### src/hw/rtl/sliding_window_median_top_defines.svh
// Assertion macros shared by the sliding window median RTL.
// Included by modules that check their own control logic; no other dependencies.
`ifndef SLIDING_WINDOW_MEDIAN_TOP_DEFINES_SVH
`define SLIDING_WINDOW_MEDIAN_TOP_DEFINES_SVH

`ifndef SYNTHESIS

// Same-cycle implication, checked out of reset
`define SWM_ASSERT_NOW(lbl, clk, rst_n, ante, cons) \
    lbl: assert property (@(posedge clk) disable iff (!(rst_n)) (ante) |-> (cons)) \
        else $error("swm assertion failed");

// Next-cycle implication, checked out of reset
`define SWM_ASSERT_NEXT(lbl, clk, rst_n, ante, cons) \
    lbl: assert property (@(posedge clk) disable iff (!(rst_n)) (ante) |=> (cons)) \
        else $error("swm assertion failed");

`else

`define SWM_ASSERT_NOW(lbl, clk, rst_n, ante, cons)
`define SWM_ASSERT_NEXT(lbl, clk, rst_n, ante, cons)

`endif

`endif

### src/hw/rtl/swm_pkg.sv
// Package for the sliding window median filter: defaults, FSM state type,
// and the controller-to-datapath command struct. No dependencies.
package swm_pkg;

    localparam int WINDOW_DEF      = 32;
    localparam int SAMPLE_BITS_DEF = 12;
    localparam int MEDIAN_BITS     = 12;

    typedef enum logic [1:0] {
        S_IDLE,
        S_UPDATE,
        S_CALC,
        S_EMIT
    } t_swm_state;

    // Commands issued by the controller each cycle
    typedef struct packed {
        logic capture;   // latch request sample, read the slot being replaced
        logic update;    // write ring slot, update sorted cells, advance pointer
        logic calc;      // form the median from the middle cells
        logic load_out;  // move the median into the output register
    } t_swm_cmd;

endpackage

### src/hw/rtl/sliding_window_median_top.sv
// Top level of the sliding window median filter.
// Depends on swm_pkg, swm_ctrl and swm_datapath.
//
//   channel | direction | handshake                         | payload
//   sample  | in        | i_sample_valid / o_sample_ready   | i_sample
//   median  | out       | o_median_valid / i_median_ready   | o_median
//
// Each request passes through four steps: accept and ring read, cell update,
// median calculation, output load. All WINDOW sorted cells update together.
// Synchronous active-low reset clears the ring valid bits, pointer and cells.
// A new request is taken while the previous median waits in the output
// register; a stalled output holds the next median in the emit state.
module sliding_window_median_top
    import swm_pkg::*;
#(
    parameter int WINDOW      = WINDOW_DEF,
    parameter int SAMPLE_BITS = SAMPLE_BITS_DEF
) (
    input  logic                   i_clk,
    input  logic                   i_rst_n,
    input  logic                   i_sample_valid,
    output logic                   o_sample_ready,
    input  logic [SAMPLE_BITS-1:0] i_sample,
    output logic                   o_median_valid,
    input  logic                   i_median_ready,
    output logic [MEDIAN_BITS-1:0] o_median
);

    t_swm_cmd w_cmd;

    swm_ctrl u_ctrl (
        .i_clk          (i_clk),
        .i_rst_n        (i_rst_n),
        .i_sample_valid (i_sample_valid),
        .o_sample_ready (o_sample_ready),
        .o_median_valid (o_median_valid),
        .i_median_ready (i_median_ready),
        .o_cmd          (w_cmd)
    );

    swm_datapath #(
        .WINDOW      (WINDOW),
        .SAMPLE_BITS (SAMPLE_BITS)
    ) u_datapath (
        .i_clk    (i_clk),
        .i_rst_n  (i_rst_n),
        .i_cmd    (w_cmd),
        .i_sample (i_sample),
        .o_median (o_median)
    );

endmodule

### src/hw/rtl/swm_ctrl.sv
// Controller FSM for the sliding window median filter.
// Depends on swm_pkg and sliding_window_median_top_defines.svh.
`include "sliding_window_median_top_defines.svh"

module swm_ctrl
    import swm_pkg::*;
(
    input  logic     i_clk,
    input  logic     i_rst_n,
    input  logic     i_sample_valid,
    output logic     o_sample_ready,
    output logic     o_median_valid,
    input  logic     i_median_ready,
    output t_swm_cmd o_cmd
);

    t_swm_state r_state, n_state;
    logic       r_out_valid, n_out_valid;

    // State and output-valid registers
    always_ff @(posedge i_clk) begin
        if (!i_rst_n) begin
            r_state     <= S_IDLE;
            r_out_valid <= 1'b0;
        end else begin
            r_state     <= n_state;
            r_out_valid <= n_out_valid;
        end
    end

    // Next state and commands
    always_comb begin
        n_state        = r_state;
        o_cmd          = '0;
        o_sample_ready = 1'b0;
        case (r_state)
            S_IDLE: begin
                o_sample_ready = 1'b1;
                if (i_sample_valid) begin
                    o_cmd.capture = 1'b1;
                    n_state       = S_UPDATE;
                end
            end
            S_UPDATE: begin
                o_cmd.update = 1'b1;
                n_state      = S_CALC;
            end
            S_CALC: begin
                o_cmd.calc = 1'b1;
                n_state    = S_EMIT;
            end
            S_EMIT: begin
                // wait for the output slot to free up
                if (!r_out_valid || i_median_ready) begin
                    o_cmd.load_out = 1'b1;
                    n_state        = S_IDLE;
                end
            end
            default: begin
                n_state = S_IDLE;
            end
        endcase
    end

    // Output valid: set on load, cleared when taken
    always_comb begin
        if (o_cmd.load_out) begin
            n_out_valid = 1'b1;
        end else if (i_median_ready) begin
            n_out_valid = 1'b0;
        end else begin
            n_out_valid = r_out_valid;
        end
    end

    assign o_median_valid = r_out_valid;

    `SWM_ASSERT_NEXT(a_accept_to_update, i_clk, i_rst_n, i_sample_valid && o_sample_ready, r_state == S_UPDATE)
    `SWM_ASSERT_NEXT(a_update_to_calc, i_clk, i_rst_n, r_state == S_UPDATE, r_state == S_CALC)
    `SWM_ASSERT_NEXT(a_emit_loads_out, i_clk, i_rst_n, o_cmd.load_out, r_out_valid && r_state == S_IDLE)
    `SWM_ASSERT_NOW(a_no_load_over_pending, i_clk, i_rst_n, o_cmd.load_out && r_out_valid, i_median_ready)

endmodule

### src/hw/rtl/swm_datapath.sv
// Datapath for the sliding window median filter: ring memory, sorted cell row,
// median arithmetic and output register. Depends on swm_pkg.
module swm_datapath
    import swm_pkg::*;
#(
    parameter int WINDOW      = WINDOW_DEF,
    parameter int SAMPLE_BITS = SAMPLE_BITS_DEF
) (
    input  logic                   i_clk,
    input  logic                   i_rst_n,
    input  t_swm_cmd               i_cmd,
    input  logic [SAMPLE_BITS-1:0] i_sample,
    output logic [MEDIAN_BITS-1:0] o_median
);

    localparam int PW  = (WINDOW > 1) ? $clog2(WINDOW) : 1;
    localparam int MID = WINDOW / 2;

    logic [SAMPLE_BITS-1:0] r_sample;
    logic [SAMPLE_BITS-1:0] r_mem [WINDOW];
    logic [WINDOW-1:0]      r_vld;
    logic [SAMPLE_BITS-1:0] r_old_raw;
    logic                   r_old_vld;
    logic [PW-1:0]          r_wr_pos;
    logic [SAMPLE_BITS-1:0] r_sorted [WINDOW];
    logic [SAMPLE_BITS-1:0] n_sorted [WINDOW];
    logic [SAMPLE_BITS-1:0] r_med;
    logic [SAMPLE_BITS-1:0] n_med;
    logic [MEDIAN_BITS-1:0] r_median;
    logic [SAMPLE_BITS-1:0] w_old;

    // Capture the request and read the slot about to be replaced
    always_ff @(posedge i_clk) begin
        if (i_cmd.capture) begin
            r_sample  <= i_sample;
            r_old_raw <= r_mem[r_wr_pos];
        end
        if (i_cmd.update) begin
            r_mem[r_wr_pos] <= r_sample;
        end
    end

    // Slot valid bits and write pointer
    always_ff @(posedge i_clk) begin
        if (!i_rst_n) begin
            r_vld     <= '0;
            r_old_vld <= 1'b0;
            r_wr_pos  <= '0;
        end else begin
            if (i_cmd.capture) begin
                r_old_vld <= r_vld[r_wr_pos];
            end
            if (i_cmd.update) begin
                r_vld[r_wr_pos] <= 1'b1;
                if (r_wr_pos == PW'(WINDOW - 1)) begin
                    r_wr_pos <= '0;
                end else begin
                    r_wr_pos <= r_wr_pos + 1'b1;
                end
            end
        end
    end

    // Never-written slots hold zero
    assign w_old = r_old_vld ? r_old_raw : '0;

    // Sorted cell row: drop one copy of the old value, insert the new one
    for (genvar gi = 0; gi < WINDOW; gi++) begin : g_cell
        logic [SAMPLE_BITS-1:0] w_prev;
        logic [SAMPLE_BITS-1:0] w_next;
        logic                   w_has_prev;
        logic                   w_has_next;

        if (gi > 0) begin : g_prev
            assign w_prev     = r_sorted[gi-1];
            assign w_has_prev = 1'b1;
        end else begin : g_no_prev
            assign w_prev     = '0;
            assign w_has_prev = 1'b0;
        end

        if (gi < WINDOW - 1) begin : g_next
            assign w_next     = r_sorted[gi+1];
            assign w_has_next = 1'b1;
        end else begin : g_no_next
            assign w_next     = '0;
            assign w_has_next = 1'b0;
        end

        always_comb begin
            n_sorted[gi] = r_sorted[gi];
            if (r_sample >= w_old) begin
                // cells between the removed copy and the insert point shift down
                if (r_sorted[gi] < w_old || r_sorted[gi] > r_sample) begin
                    n_sorted[gi] = r_sorted[gi];
                end else if (w_has_next && w_next <= r_sample) begin
                    n_sorted[gi] = w_next;
                end else begin
                    n_sorted[gi] = r_sample;
                end
            end else begin
                // cells between the insert point and the removed copy shift up
                if (r_sorted[gi] <= r_sample || r_sorted[gi] > w_old) begin
                    n_sorted[gi] = r_sorted[gi];
                end else if (w_has_prev && w_prev > r_sample) begin
                    n_sorted[gi] = w_prev;
                end else begin
                    n_sorted[gi] = r_sample;
                end
            end
        end
    end

    always_ff @(posedge i_clk) begin
        if (!i_rst_n) begin
            for (int i = 0; i < WINDOW; i++) begin
                r_sorted[i] <= '0;
            end
        end else if (i_cmd.update) begin
            for (int i = 0; i < WINDOW; i++) begin
                r_sorted[i] <= n_sorted[i];
            end
        end
    end

    // Median: middle cell, or floored mean of the two middle cells
    if (WINDOW % 2 == 1) begin : g_odd
        assign n_med = r_sorted[(WINDOW - 1) / 2];
    end else begin : g_even
        logic [SAMPLE_BITS:0] w_sum;
        assign w_sum = {1'b0, r_sorted[MID]} + {1'b0, r_sorted[MID-1]};
        assign n_med = w_sum[SAMPLE_BITS:1];
    end

    always_ff @(posedge i_clk) begin
        if (i_cmd.calc) begin
            r_med <= n_med;
        end
        if (i_cmd.load_out) begin
            r_median <= MEDIAN_BITS'(r_med);
        end
    end

    assign o_median = r_median;

endmodule

### config.mk
export PLATFORM = sky130hd
export DESIGN_NAME = sliding_window_median_top
export DESIGN_NICKNAME = d
export VERILOG_FILES = /design/src/hw/rtl/swm_pkg.sv /design/src/hw/rtl/sliding_window_median_top.sv /design/src/hw/rtl/swm_ctrl.sv /design/src/hw/rtl/swm_datapath.sv
export VERILOG_INCLUDE_DIRS = /design/src /design/src/hw/rtl
export SDC_FILE = /design/constraint.sdc
export NUM_CORES = 2
export LEC_CHECK = 0
export BUFFER_PORTS_ARGS = -buffer_cell sky130_fd_sc_hd__buf_2
export CORE_ASPECT_RATIO = 1.25
export CORE_MARGIN = 5
export CORE_UTILIZATION = 55
export CTS_CLUSTER_SIZE = 20
export DETAILED_ROUTE_END_ITERATION = 10
export PLACE_DENSITY = 0.7
export SLEW_MARGIN = 20
export SYNTH_ARGS = -nofsm -noshare
export SYNTH_HDL_FRONTEND = slang
export SYNTH_SLANG_ARGS = --single-unit
### constraint.sdc
create_clock -name i_clk -period 12.9 [get_ports i_clk]
set_input_delay 0.645 -clock i_clk [delete_from_list [all_inputs] [get_ports i_clk]]
set_output_delay 0.645 -clock i_clk [all_outputs]
set_load 0.005 [all_outputs]
==> load_flow_metrics.sql <==
INSERT INTO impl_metrics (metric_group, metric, value, unit) VALUES
('clock_network', 'worstSkewPairLatency', '0.73', 'ns'),
('clock_network', 'cts_tree', 'yes', ''),
('detailed_routing', 'first_pass_drt_iterations', '6', ''),
('synthesis', 'number_of_synthesized_flops_with_an_enable_pin', '816', ''),
('critical_path', 'endpoint_kind', 'flip-flop', ''),
('critical_path', 'path_class', 'flip-flop to flip-flop', ''),
('clock_network', 'cts_buffers', '90', ''),
('global_routing', 'antenna_found_initial', '1', ''),
('synthesis', 'synth_top_area_share', '0.420', ''),
('die', 'die_h', '374', 'um'),
('sta', 'hold_viol_final', '0', ''),
('detailed_routing', 'detailedRoute.firstIterationViolations', '4639', ''),
('cells_and_area', 'layoutNonFillerInstCount', '6431', ''),
('die', 'placeableCoreArea', '105000', 'um^2'),
('synthesis', 'synth_async_sr_flop_share', '0', ''),
('sta', 'setup_tns', '0', 'ns'),
('synthesis', 'synth_most_common_cell', 'edfxtp_1', ''),
('power_and_ir_drop', 'power_switching', '7.13', 'mW'),
('sta', 'fin_ws', '6.44', 'ns'),
('synthesis', 'synthTopCellsByArea', 'edfxtp_1, ha_1, mux2i_1, a21oi_1, mux4_2', ''),
('outcome', 'status', 'completed', ''),
('sta', 'fin_crit', '6.46', 'ns'),
('global_routing', 'first_global_vias', '44252', ''),
('place', 'placer_s_final_routability_congestion_estimate', '0.882', ''),
('detailed_routing', 'total_via_count_in_the_routed_design', '45063', ''),
('detailed_routing', 'routed_vias_inst', '7.01', ''),
('synthesis', 'seq_area_frac_synth', '0.434', ''),
('critical_path', 'critPathArrivalTime', '6.85', 'ns'),
('synthesis', 'synth-main-ff-cell', 'edfxtp_1', ''),
('synthesis', 'postSynthAreaPerCell', '11.7', 'um^2'),
('worst_hold_path', 'min_delay_path_depth', '1', ''),
('synthesis', 'synth_area_leader_cell', 'edfxtp_1', ''),
('worst_hold_path', 'hold_path.class', 'input pin to flip-flop', ''),
('sta', 'final_period_utilization', '0.501', ''),
('sta', 'max_freq', '0.155', 'GHz'),
('cells_and_area', 'drive_above_1_share', '0.110', ''),
('power_and_ir_drop', 'total_leakage_power', '23.7', 'nW'),
('sta', 'timing_max_transition_violations_final', '0', ''),
('cells_and_area', 'final_instance_area', '63500', 'um^2'),
('critical_path', 'cpPeakStageDelay', '0.73', 'ns'),
('critical_path', 'worst_path_most_repeated_cell', 'buf_4', ''),
('place', 'hpwl', '114', 'mm'),
('die', 'initial_utilization', '0.554', ''),
('critical_path', 'crit_path_start_kind', 'flip-flop', ''),
('global_routing', 'global_route_usage_sum', '0.315', ''),
('power_and_ir_drop', 'part_of_the_power_in_combinational_logic', '0.525', ''),
('sta', 'worst-slew-pin-transition', '1.26', 'ns'),
('critical_path', 'critical_path.reg2reg.endpoint', 'u_datapath.r_sorted[25][11]', ''),
('worst_hold_path', 'hold_end', 'u_datapath.r_sample[5]', ''),
('sta', 'slew_headroom', '0.157', ''),
('place', 'detailed_place.area', '60200', 'um^2'),
('clock_network', 'ctsResizeCount', '0', ''),
('worst_hold_path', 'min-delay-start', 'i_sample[5]', ''),
('detailed_routing', 'detail-route-antenna-nets', '0', ''),
('clock_network', 'holdBufCountCts', '0', ''),
('power_and_ir_drop', 'power.share.clock', '0.173', ''),
('place', 'numPortBuffers', '29', ''),
('synthesis', 'synthesis_stage_register_bit_count', '857', ''),
('power_and_ir_drop', 'p_int', '8.95', 'mW'),
('power_and_ir_drop', 'power.share.sequential', '0.302', ''),
('synthesis', 'synthesis.instances', '4992', ''),
('sta', 'final_number_of_setup_violating_endpoints', '0', ''),
('sta', 'rsz0062_at_grt', 'false', ''),
('power_and_ir_drop', 'post-layout-total-power', '16.1', 'mW'),
('global_routing', 'wire_length_of_the_first_global_routing_pass', '272', 'mm'),
('detailed_routing', 'average_wire_length_per_cell_after_detail_routing', '28.6', 'um'),
('power_and_ir_drop', 'power.density_cell_area', '253', 'nW/um^2'),
('power_and_ir_drop', 'vdd_drop_max', '0.233', 'mV'),
('synthesis', 'post_synth_num_cell_types', '74', ''),
('place', 'place_inst', '6257', ''),
('critical_path', 'crit_buf_inv', '5', '');
cells by family (layout without fill, tap and decap cells):
| family | after synthesis | count (layout) | share of synthesized area |
|---|---|---|---|
| AO/OA/AOI/OAI | 1320 | 1320 | 0.142 |
| XOR/XNOR | 10 | 10 | 0.00150 |
| adder cells (fa/ha/maj) | 801 | 801 | 0.172 |
| buffers and inverters | 375 | 396 | 0.0288 |
| flip-flops | 857 | 857 | 0.434 |
| multiplexers | 652 | 652 | 0.135 |
| other | 0 | 1 | 0 |
| AND/OR/NAND/NOR | 977 | 977 | 0.0861 |
registers in the layout (all words and copies together), names as in the netlist:
| name | count |
|---|---|
| u_datapath.r_mem | 384 |
| u_datapath.r_sorted | 384 |
| u_datapath.r_vld | 32 |
| u_datapath.o_median | 12 |
| u_datapath.r_med | 12 |
| u_datapath.r_old_raw | 12 |
| u_datapath.r_sample | 12 |
| u_datapath.r_wr_pos | 5 |
| u_ctrl.r_state | 2 |
| u_ctrl.o_median_valid | 1 |
| u_datapath.r_old_vld | 1 |
power by group through the flow:
stage                     logic [mW]  registers (mW)  clock network [mW]
after floorplan                 6.19            4.45                   0
after global placement          7.95            4.86                   0
after detailed placement        8.20            4.86                   0
after CTS                       8.26            4.81                2.80
after global routing            9.23            4.87                2.93
final                           8.44            4.86                2.78
worst register-to-register path, cell delays in order, from the launching register on:
cell      delay, ns
edfxtp_1       0.69
buf_4          0.54
buf_4          0.61
ha_1           0.39
a21o_1         0.19
a211oi_2       0.39
o211a_1        0.28
a221o_4        0.44
buf_4          0.66
buf_4          0.76
a31oi_1        0.19
o21ai_0        0.68
buf_4          0.31
stage by stage:
stage                     utilization  hold WS [ns]
after floorplan                     -         0.400
after global placement          0.571         0.401
after detailed placement        0.571         0.407
after CTS                       0.601        0.0693
after global routing            0.603        0.0842
final                           0.603         0.106
cell usage in the layout, fill, tap and decap left out, types with 18 or more instances in the layout:
master       n
a21o_1      68
a21oi_1    484
a22oi_1     51
and3_1      44
buf_2       28
buf_4      132
clkbuf_1    24
clkbuf_16   90
dfxtp_1     39
edfxtp_1   816
ha_1       799
inv_1       50
mux2_2      39
mux2i_1    503
mux4_2     104
nand2_1    199
nand2b_1    18
nand3_1     90
nand4_1    190
nor2_1     217
nor2b_1     77
nor3_1      25
o211ai_1   106
o21a_1      38
o21ai_0    127
o22ai_1    276
final cells by class:
class	instances	area, um^2
clock inverter	42	669
timing repair buffer	167	1280
inverter	63	236
multi-input combinational	3760	31700
sequential	857	25300
clock buffer	124	2480
tap	1417	1770
antenna	1	2.50
fill	8312	41900
layer usage:
layer / up-vias / GRT usage / share of wire
li1: 19851 / - / -
met1: 21982 / 0.389 / 0.37
met2: 2518 / 0.527 / 0.48
met3: 712 / 0.0509 / 0.083
met4: 0 / 0.179 / 0.067
met5: - / 0 / 0
worst max-delay path by stage:
| stage | startpoint | to | slack (ns) | cells past startpoint |
|---|---|---|---|---|
| 2_1_floorplan | u_datapath.r_sample[5] | u_datapath.r_sorted[2][0] | 7.55 | 8 |
| 4_1_cts | u_datapath.r_sample[9] | u_datapath.r_sorted[25][3] | 6.55 | 12 |
| 6_report | u_datapath.r_sample[9] | u_datapath.r_sorted[25][11] | 6.44 | 12 |
| 3_3_place_gp | u_datapath.r_sample[9] | u_datapath.r_sorted[25][11] | 6.72 | 12 |
| 5_1_grt | u_datapath.r_sample[9] | u_datapath.r_sorted[25][3] | 6.27 | 12 |
| 3_5_place_dp | u_datapath.r_sample[9] | u_datapath.r_sorted[23][10] | 6.53 | 11 |
(Power assumes the default switching activity.)
